--- src/tlvp_pkg.sv ---
// Types and codes shared by the type-length-value message parser.
// Holds the parser state record, the result record and the byte codes.
// No dependencies.
package tlvp_pkg;

   localparam int MAX_RESULTS = 3;

   typedef enum logic [1:0] {
      PH_HEADER,
      PH_RECHDR,
      PH_VALUE,
      PH_STOP
   } phase_type;

   // result kinds
   localparam logic [1:0] OUT_VALUE   = 2'd0;
   localparam logic [1:0] OUT_RECORD  = 2'd1;
   localparam logic [1:0] OUT_SUMMARY = 2'd2;

   // record kinds
   localparam logic [1:0] REC_NAME    = 2'd0;
   localparam logic [1:0] REC_PORT    = 2'd1;
   localparam logic [1:0] REC_SOURCE  = 2'd2;
   localparam logic [1:0] REC_UNKNOWN = 2'd3;

   // summary status
   localparam logic [1:0] ST_OK      = 2'd0;
   localparam logic [1:0] ST_SHORT   = 2'd1;
   localparam logic [1:0] ST_BAD_CMD = 2'd2;

   // byte codes on the wire
   localparam logic [7:0] CMD_OPEN    = 8'h01;
   localparam logic [7:0] TYPE_NAME   = 8'h01;
   localparam logic [7:0] TYPE_PORT   = 8'h02;
   localparam logic [7:0] TYPE_SOURCE = 8'h03;

   localparam logic [16:0] POS_MAX = 17'h1FFFF;

   typedef struct packed {
      logic [16:0] byte_pos;
      logic [15:0] msg_size;
      logic        cmd_good;
      phase_type   phase;
      logic [1:0]  rec_kind;
      logic [15:0] rec_len;
      logic [15:0] bytes_left;
      logic [1:0]  hdr_idx;
      logic [15:0] port_holding;
      logic        port_found;
      logic [1:0]  port_taken;
      logic [15:0] port_committed;
   } state_type;

   // all zero; PH_HEADER encodes as zero
   localparam state_type STATE_RESET = '0;

   typedef struct packed {
      logic [1:0]  out_kind;
      logic [1:0]  record_kind;
      logic [7:0]  value_byte;
      logic [1:0]  parse_status;
      logic        tail_cut_short;
      logic [15:0] port_number;
      logic        port_seen;
   } result_type;

endpackage

--- src/tlvp_step.sv ---
// Next-state and result logic of the parser for one message byte.
// Purely combinational; the caller holds the state register.
// Depends on tlvp_pkg.
module tlvp_step (
   input  tlvp_pkg::state_type                          state_cur,
   input  logic [7:0]                                   data_byte,
   input  logic                                         end_of_buffer,
   output tlvp_pkg::state_type                          state_nxt,
   output tlvp_pkg::result_type [tlvp_pkg::MAX_RESULTS-1:0] res,
   output logic [1:0]                                   res_count
);
   import tlvp_pkg::*;

   state_type  nx;
   result_type val_res;
   result_type fin_res;
   result_type sum_res;
   logic       emit_val;
   logic       emit_fin;
   logic       do_finish;
   logic [16:0] p;

   assign p = state_cur.byte_pos;

   always_comb begin
      nx        = state_cur;
      emit_val  = 1'b0;
      emit_fin  = 1'b0;
      do_finish = 1'b0;
      val_res   = '0;
      fin_res   = '0;
      sum_res   = '0;

      case (state_cur.phase)
         PH_HEADER: begin
            if (p == 17'd0) begin
               nx.msg_size = {data_byte, 8'h00};
            end else if (p == 17'd1) begin
               nx.msg_size[7:0] = data_byte;
            end else if (p == 17'd3) begin
               nx.cmd_good = (data_byte == CMD_OPEN);
               nx.phase    = (data_byte == CMD_OPEN) ? PH_RECHDR : PH_STOP;
               nx.hdr_idx  = 2'd0;
            end
         end
         PH_RECHDR: begin
            // record header must fit inside the message size
            if (state_cur.hdr_idx == 2'd0 &&
                ({1'b0, p} + 18'd4 > {2'b00, state_cur.msg_size})) begin
               nx.phase = PH_STOP;
            end else begin
               case (state_cur.hdr_idx)
                  2'd0: nx.rec_kind = (data_byte == 8'h00) ? REC_NAME : REC_UNKNOWN;
                  2'd1: begin
                     if (state_cur.rec_kind == REC_NAME) begin
                        if (data_byte == TYPE_NAME)        nx.rec_kind = REC_NAME;
                        else if (data_byte == TYPE_PORT)   nx.rec_kind = REC_PORT;
                        else if (data_byte == TYPE_SOURCE) nx.rec_kind = REC_SOURCE;
                        else                               nx.rec_kind = REC_UNKNOWN;
                     end
                  end
                  2'd2: nx.rec_len = {data_byte, 8'h00};
                  default: nx.rec_len = {state_cur.rec_len[15:8], data_byte};
               endcase
               nx.hdr_idx = state_cur.hdr_idx + 2'd1;
               if (state_cur.hdr_idx == 2'd3) begin
                  // value must end inside the message size
                  if ({1'b0, p} + 18'd1 + {2'b00, nx.rec_len} >
                      {2'b00, state_cur.msg_size}) begin
                     nx.phase = PH_STOP;
                  end else if (nx.rec_len == 16'd0) begin
                     nx.port_taken = 2'd0;
                     do_finish     = 1'b1;
                  end else begin
                     nx.phase        = PH_VALUE;
                     nx.bytes_left   = nx.rec_len;
                     nx.port_taken   = 2'd0;
                     nx.port_holding = 16'd0;
                  end
               end
            end
         end
         PH_VALUE: begin
            if (state_cur.rec_kind == REC_NAME || state_cur.rec_kind == REC_SOURCE) begin
               emit_val               = 1'b1;
               val_res.out_kind       = OUT_VALUE;
               val_res.record_kind    = state_cur.rec_kind;
               val_res.value_byte     = data_byte;
            end else if (state_cur.rec_kind == REC_PORT && state_cur.port_taken < 2'd2) begin
               nx.port_holding = {state_cur.port_holding[7:0], data_byte};
               nx.port_taken   = state_cur.port_taken + 2'd1;
            end
            nx.bytes_left = state_cur.bytes_left - 16'd1;
            if (nx.bytes_left == 16'd0) begin
               do_finish = 1'b1;
            end
         end
         default: begin
            // stopped: ignore the byte
         end
      endcase

      if (do_finish) begin
         // commit the port only when two bytes of it arrived
         if (nx.rec_kind == REC_PORT && nx.port_taken == 2'd2) begin
            nx.port_committed = nx.port_holding;
            nx.port_found     = 1'b1;
         end
         if (nx.rec_kind != REC_UNKNOWN) begin
            emit_fin            = 1'b1;
            fin_res.out_kind    = OUT_RECORD;
            fin_res.record_kind = nx.rec_kind;
         end
         nx.phase   = PH_RECHDR;
         nx.hdr_idx = 2'd0;
      end

      if (p != POS_MAX) begin
         nx.byte_pos = p + 17'd1;
      end

      if (end_of_buffer) begin
         sum_res.out_kind = OUT_SUMMARY;
         if (nx.byte_pos < 17'd4) begin
            sum_res.parse_status = ST_SHORT;
         end else if (!nx.cmd_good) begin
            sum_res.parse_status = ST_BAD_CMD;
         end else begin
            sum_res.parse_status   = ST_OK;
            sum_res.tail_cut_short = (nx.phase == PH_VALUE);
            sum_res.port_number    = nx.port_committed;
            sum_res.port_seen      = nx.port_found;
         end
         nx = STATE_RESET;
      end
   end

   // pack the results in order: value byte, record finished, summary
   always_comb begin
      res       = '0;
      res_count = 2'd0;
      if (emit_val) begin
         res[res_count] = val_res;
         res_count      = res_count + 2'd1;
      end
      if (emit_fin) begin
         res[res_count] = fin_res;
         res_count      = res_count + 2'd1;
      end
      if (end_of_buffer) begin
         res[res_count] = sum_res;
         res_count      = res_count + 2'd1;
      end
   end

   assign state_nxt = nx;

endmodule

--- src/tlv_message_parser.sv ---
// Top level of the type-length-value message parser.
// Input register, parser state register and result group buffer.
// Depends on tlvp_pkg and tlvp_step.
//
// Usage:
//   req_*  carries one buffer byte per transfer in req_tdata[7:0]; req_tlast
//          marks the final byte of the buffer. The next byte after it starts
//          a new message.
//   rsp_*  carries results: value bytes of name and source id records, a
//          record-finished marker for known records, and on the buffer's
//          last byte a summary with status, port and cut-short flag.
//          rsp_tlast marks the final result caused by one input byte.
// Path: a byte waits in the input register, its results are computed from it
//   and offered from the result register.
// Throughput: one byte per cycle while each byte yields at most one result and
//   rsp_tready is high; a byte yielding several results holds the result port
//   until all have transferred, and the input register waits behind it.
// Reset: synchronous, active high; clears the input register, the result
//   buffer and all parser state, so the next byte is a header byte.
// Stall: when rsp_tready is low the pending results hold, one byte waits in
//   the input register and req_tready drops; nothing is lost.
module tlv_message_parser (
   input  logic        clock,
   input  logic        reset,
   input  logic        req_tvalid,
   output logic        req_tready,
   input  logic [7:0]  req_tdata,   // [7:0] data_byte
   input  logic        req_tlast,   // end_of_buffer
   output logic        rsp_tvalid,
   input  logic        rsp_tready,
   output logic [31:0] rsp_tdata,   // [7:0] value_byte, [9:8] parse_status,
                                    // [10] tail_cut_short, [26:11] port_number,
                                    // [27] port_seen, [31:28] zero
   output logic [3:0]  rsp_tuser,   // [1:0] out_kind, [3:2] record_kind
   output logic        rsp_tlast    // last_of_run
);
   import tlvp_pkg::*;

   // input register
   logic       in_valid_ff;
   logic [7:0] in_byte_ff;
   logic       in_eob_ff;

   // parser state
   state_type  state_ff;
   state_type  state_in;

   // results of the byte being delivered
   result_type [MAX_RESULTS-1:0] grp_ff;
   result_type [MAX_RESULTS-1:0] grp_in;
   logic [1:0] grp_cnt_ff;
   logic [1:0] grp_idx_ff;
   logic [1:0] grp_cnt_in;

   logic       rsp_xfer;
   logic       grp_last;
   logic       grp_free;
   logic       consume;
   result_type cur_res;

   tlvp_step u_step (
      .state_cur     (state_ff),
      .data_byte     (in_byte_ff),
      .end_of_buffer (in_eob_ff),
      .state_nxt     (state_in),
      .res           (grp_in),
      .res_count     (grp_cnt_in)
   );

   assign rsp_tvalid = (grp_cnt_ff != 2'd0);
   assign rsp_xfer   = rsp_tvalid && rsp_tready;
   assign grp_last   = (grp_idx_ff == grp_cnt_ff - 2'd1);
   // buffer empty, or its final result leaves in this cycle
   assign grp_free   = (grp_cnt_ff == 2'd0) || (rsp_xfer && grp_last);
   assign consume    = in_valid_ff && grp_free;
   assign req_tready = !in_valid_ff || consume;

   // input register: take a byte when empty or when the held one moves on
   always_ff @(posedge clock) begin
      if (reset) begin
         in_valid_ff <= 1'b0;
      end else if (req_tready) begin
         in_valid_ff <= req_tvalid;
      end
      if (req_tready && req_tvalid) begin
         in_byte_ff <= req_tdata;
         in_eob_ff  <= req_tlast;
      end
   end

   // advance parser state once per consumed byte
   always_ff @(posedge clock) begin
      if (reset) begin
         state_ff <= STATE_RESET;
      end else if (consume) begin
         state_ff <= state_in;
      end
   end

   // load a new result group or step through the pending one
   always_ff @(posedge clock) begin
      if (reset) begin
         grp_cnt_ff <= 2'd0;
         grp_idx_ff <= 2'd0;
      end else if (consume) begin
         grp_cnt_ff <= grp_cnt_in;
         grp_idx_ff <= 2'd0;
      end else if (rsp_xfer) begin
         if (grp_last) begin
            grp_cnt_ff <= 2'd0;
            grp_idx_ff <= 2'd0;
         end else begin
            grp_idx_ff <= grp_idx_ff + 2'd1;
         end
      end
      if (consume) begin
         grp_ff <= grp_in;
      end
   end

   assign cur_res   = grp_ff[grp_idx_ff];
   assign rsp_tdata = {4'b0000, cur_res.port_seen, cur_res.port_number,
                       cur_res.tail_cut_short, cur_res.parse_status,
                       cur_res.value_byte};
   assign rsp_tuser = {cur_res.record_kind, cur_res.out_kind};
   assign rsp_tlast = grp_last;

endmodule

--- config.mk ---
export PLATFORM = sky130hd
export DESIGN_NAME = tlv_message_parser
export DESIGN_NICKNAME = d
export VERILOG_FILES = /design/src/tlvp_pkg.sv /design/src/tlvp_step.sv /design/src/tlv_message_parser.sv
export SDC_FILE = /design/constraint.sdc
export NUM_CORES = 1
export LEC_CHECK = 0
export BUFFER_PORTS_ARGS = -buffer_cell sky130_fd_sc_hd__buf_2
export CAP_MARGIN = 20
export CORE_UTILIZATION = 26
export DETAILED_ROUTE_END_ITERATION = 8
export SYNTH_ARGS = -nofsm -noshare
export SYNTH_HDL_FRONTEND = slang
export SYNTH_SLANG_ARGS = --single-unit
--- constraint.sdc ---
create_clock -name clock -period 12.5 [get_ports clock]
set_input_delay 0 -clock clock [delete_from_list [all_inputs] [get_ports clock]]
set_output_delay 0 -clock clock [all_outputs]
set_load 0.02 [all_outputs]
==> impl_metrics.tcl <==
set metrics [dict create \
    via_count_of_the_first_global_routing_pass 9896 \
    netlist_top_cells_count "sky130_fd_sc_hd__a21oi_1, sky130_fd_sc_hd__o21ai_0, sky130_fd_sc_hd__nor2_1, sky130_fd_sc_hd__nand2_1, sky130_fd_sc_hd__dfxtp_1" \
    maxCapViolCount 0 \
    slew-limit-headroom 0.273 \
    worstHoldPathType "in -> reg" \
    htree_num_levels 4 \
    number_of_standard_cell_rows_in_the_floorplan 79 \
    worstReg2RegStart "state_ff[35]" \
    synthDistinctLibCells 78 \
    coreArea_um2 46600 \
    groute.usage.overall 0.149 \
    crit_slowest_cell "sky130_fd_sc_hd__o41ai_4" \
    global_route.overflow_total 0 \
    register_area_um2 4820 \
    yosys.area.top_type "sky130_fd_sc_hd__edfxtp_1" \
    static_leakage_nw 5.06 \
    worst-endpoint-arrival_ns 7.53 \
    ys.warnings.count 0 \
    number_of_enable_flip_flop_cells_after_synthesis 86 \
    setup-violations-final 0 \
    startpoint_type "flop" \
    layout-drive-gt1-share 0.0993 \
    clock_sinks 198 \
    power_per_cell_area_nw_per_um2 99.4 \
    seq_power_share 0.513 \
    synth-seq-area-share 0.392 \
    tightest_pin_transition_ns 1.09 \
    setup.worst_path.class "reg -> reg" \
    synth_flop_cell "sky130_fd_sc_hd__dfxtp_1" \
    route.top_layer_used "met4" \
    io-pin-count 52 \
    first_drt_pass_iteration_count 7 \
    post-dp-hpwl_um 24800 \
    async_reset_ff_frac 0 \
    routed_vias 10700 \
    multiInputGateArea_um2 6820 \
    fp.dieW_um 219 \
    port-buffer-count 47 \
    end_kind "flop" \
    finalHoldViolCount 0 \
    fin_skew_ns 0.0176 \
    clk_latency_ns 0.46 \
    min_path_cells 3 \
    total_power_w 0.00137 \
    clk_pin_slew_worst_paths_ns 0.08 \
    antennaDiodeCount 0 \
    power_switching_share 0.275 \
    grt_first_pass_wirelength_um 55800 \
    ant_nets 0 \
    outcome "completed" \
    antenna_found_initial 0 \
    timing.critical_path.from "state_ff[35]" \
    clock_tree.root_cell "sky130_fd_sc_hd__clkbuf_16" \
    ir_worst_vdd_mv 0.0947 \
    worst-path-max-fanout 17 \
    detailroute.wirelength.met3_um 1850 \
    synthMostInstantiatedCell "sky130_fd_sc_hd__a21oi_1" \
    postCtsSetupRepairBufs 0 \
    p_int_w 0.000991 \
    final.min_clock_period_ns 7.36 \
    place_congestion 0.895 \
    wl_met1_um 17100 \
    max_freq_ghz 0.136 \
    clock_tree_from_tritoncts "yes" \
    cts.repair.resized 0 \
    slew_viol_final 0 \
    initial_detailed_routing_violation_count 1034 \
    fillCellCount 4899 \
    critical_path_required_ns 12.67 \
    r2r.worst_path.cells 29 \
    setup_total_negative_slack_ns 0 \
    syn_avg_cell_area_um2 8.68 \
    period_utilization 0.589 \
    start_util 0.264 \
    synth.top_cell.area_share 0.210 \
    synth.ff_latch_count 198 \
    cts_hold_repair.buffers 12 \
    largest_net_degree_at_the_start_of_global_routing 81 \
    drc_errors 0 \
    cts-buffers-inserted 17 \
    wirelength_um 35400 \
    die_area_um2 48200 \
    post_synth_inst_count 1417 \
    max-clock-path-buffers 2 \
    hold_path.startpoint "reset" \
    stdcell_area_um2 13800 \
    pwr-share-clk 0.406 \
    route.met2.wl_um 15700 \
    wl_per_cell_um 17.4 \
    design.final.nets 1502 \
    routed_via_density 5.26 \
    post_synth_instance_area_um2 12300 \
    area_growth_syn_to_layout_pct 11.8 \
    p_comb_frac 0.081 \
    power_dissipated_by_switching_net_loads_w 0.000376 \
    detailed_place.area_um2 13000 \
    slowest_delay_ns 0.78 \
    chip_height_um 219 \
    setup_repair_after_global_routing_missed_its_margin "no" \
    synth.top_cells.by_area "sky130_fd_sc_hd__edfxtp_1, sky130_fd_sc_hd__dfxtp_1, sky130_fd_sc_hd__ha_1" \
]
[worst max-delay path: cells and delay by family (launching register included)]
family / cells / cell delay, ns
fa+ha+maj: 5 / 1.28
compound gates: 11 / 3.17
xor+xnor: 1 / 0.09
flops: 1 / 0.44
buf+inv: 4 / 0.41
simple gates: 8 / 1.69
[layout make-up]
cell class	count	share of cell area
timing repair buffer	77	0.0362
tap	607	0.0552
clock inverter	15	0.0126
multi-input combinational	1056	0.496
clock buffer	17	0.0309
inverter	67	0.0184
sequential	198	0.351
[state kept, by name, summed over array words and instances, names as in the netlist]
signal       cells
in_byte_ff       8
grp_idx_ff       2
state_ff       107
grp_ff          77
in_valid_ff      1
in_eob_ff        1
grp_cnt_ff       2
[power groups by stage]
stage / registers (W) / clock network, W / logic (W)
2_1_floorplan: 0.000708 / 0 / 0.0000782
3_3_place_gp: 0.000715 / 0 / 0.000105
3_5_place_dp: 0.000715 / 0 / 0.000106
4_1_cts: 0.000700 / 0.000565 / 0.000110
5_1_grt: 0.000702 / 0.000589 / 0.000122
6_report: 0.000701 / 0.000555 / 0.000111
[cells by family after synthesis]
| family | Yosys count | share of synthesized area |
|---|---|---|
| simple gates | 464 | 0.195 |
| compound gates | 437 | 0.223 |
| flops | 198 | 0.392 |
| buf+inv | 166 | 0.0558 |
| fa+ha+maj | 72 | 0.0739 |
| xor+xnor | 43 | 0.0306 |
| mux | 36 | 0.0293 |
| other cells | 1 | 0.000305 |
[cell usage in the layout (no fill, tap or decap), types with 18 or more instances in the layout]
cell type / n
sky130_fd_sc_hd__nand4_1: 27
sky130_fd_sc_hd__nand2_1: 114
sky130_fd_sc_hd__a22oi_1: 25
sky130_fd_sc_hd__and3_1: 19
sky130_fd_sc_hd__o21ai_0: 119
sky130_fd_sc_hd__a22o_1: 18
sky130_fd_sc_hd__dfxtp_1: 112
sky130_fd_sc_hd__a21oi_1: 131
sky130_fd_sc_hd__edfxtp_1: 86
sky130_fd_sc_hd__buf_2: 47
sky130_fd_sc_hd__ha_1: 71
sky130_fd_sc_hd__nor2_1: 117
sky130_fd_sc_hd__inv_1: 64
sky130_fd_sc_hd__xnor2_1: 27
sky130_fd_sc_hd__mux2i_1: 36
sky130_fd_sc_hd__nor3_1: 31
sky130_fd_sc_hd__and2_1: 34
sky130_fd_sc_hd__nand3_1: 34
[stage by stage]
step | instances | setup slack [ns] | hold slack [ns] | utilization
global route | 2037 | 4.65 | 0.223 | 0.295
floorplan | 1420 | 6.29 | 0.0989 | -
global placement | 1989 | 5.42 | 0.180 | 0.279
CTS | 2033 | 5.21 | 0.198 | 0.295
detailed placement | 1989 | 5.24 | 0.179 | 0.279
finish | 2037 | 5.14 | 0.192 | 0.295
[routing by layer]
metal  track usage  vias up
li1              -     5171
met1         0.212     5155
met2         0.228      336
met3        0.0207       52
met4        0.0495        0
met5             0        -
[worst paths after layout]
path,to,slack [ns]
max,grp_ff[14],5.14
min reg2reg,state_ff[79],0.46
max reg2reg,grp_ff[14],5.14
min,state_ff[51],0.19
Power figures use the tool's default switching activity.
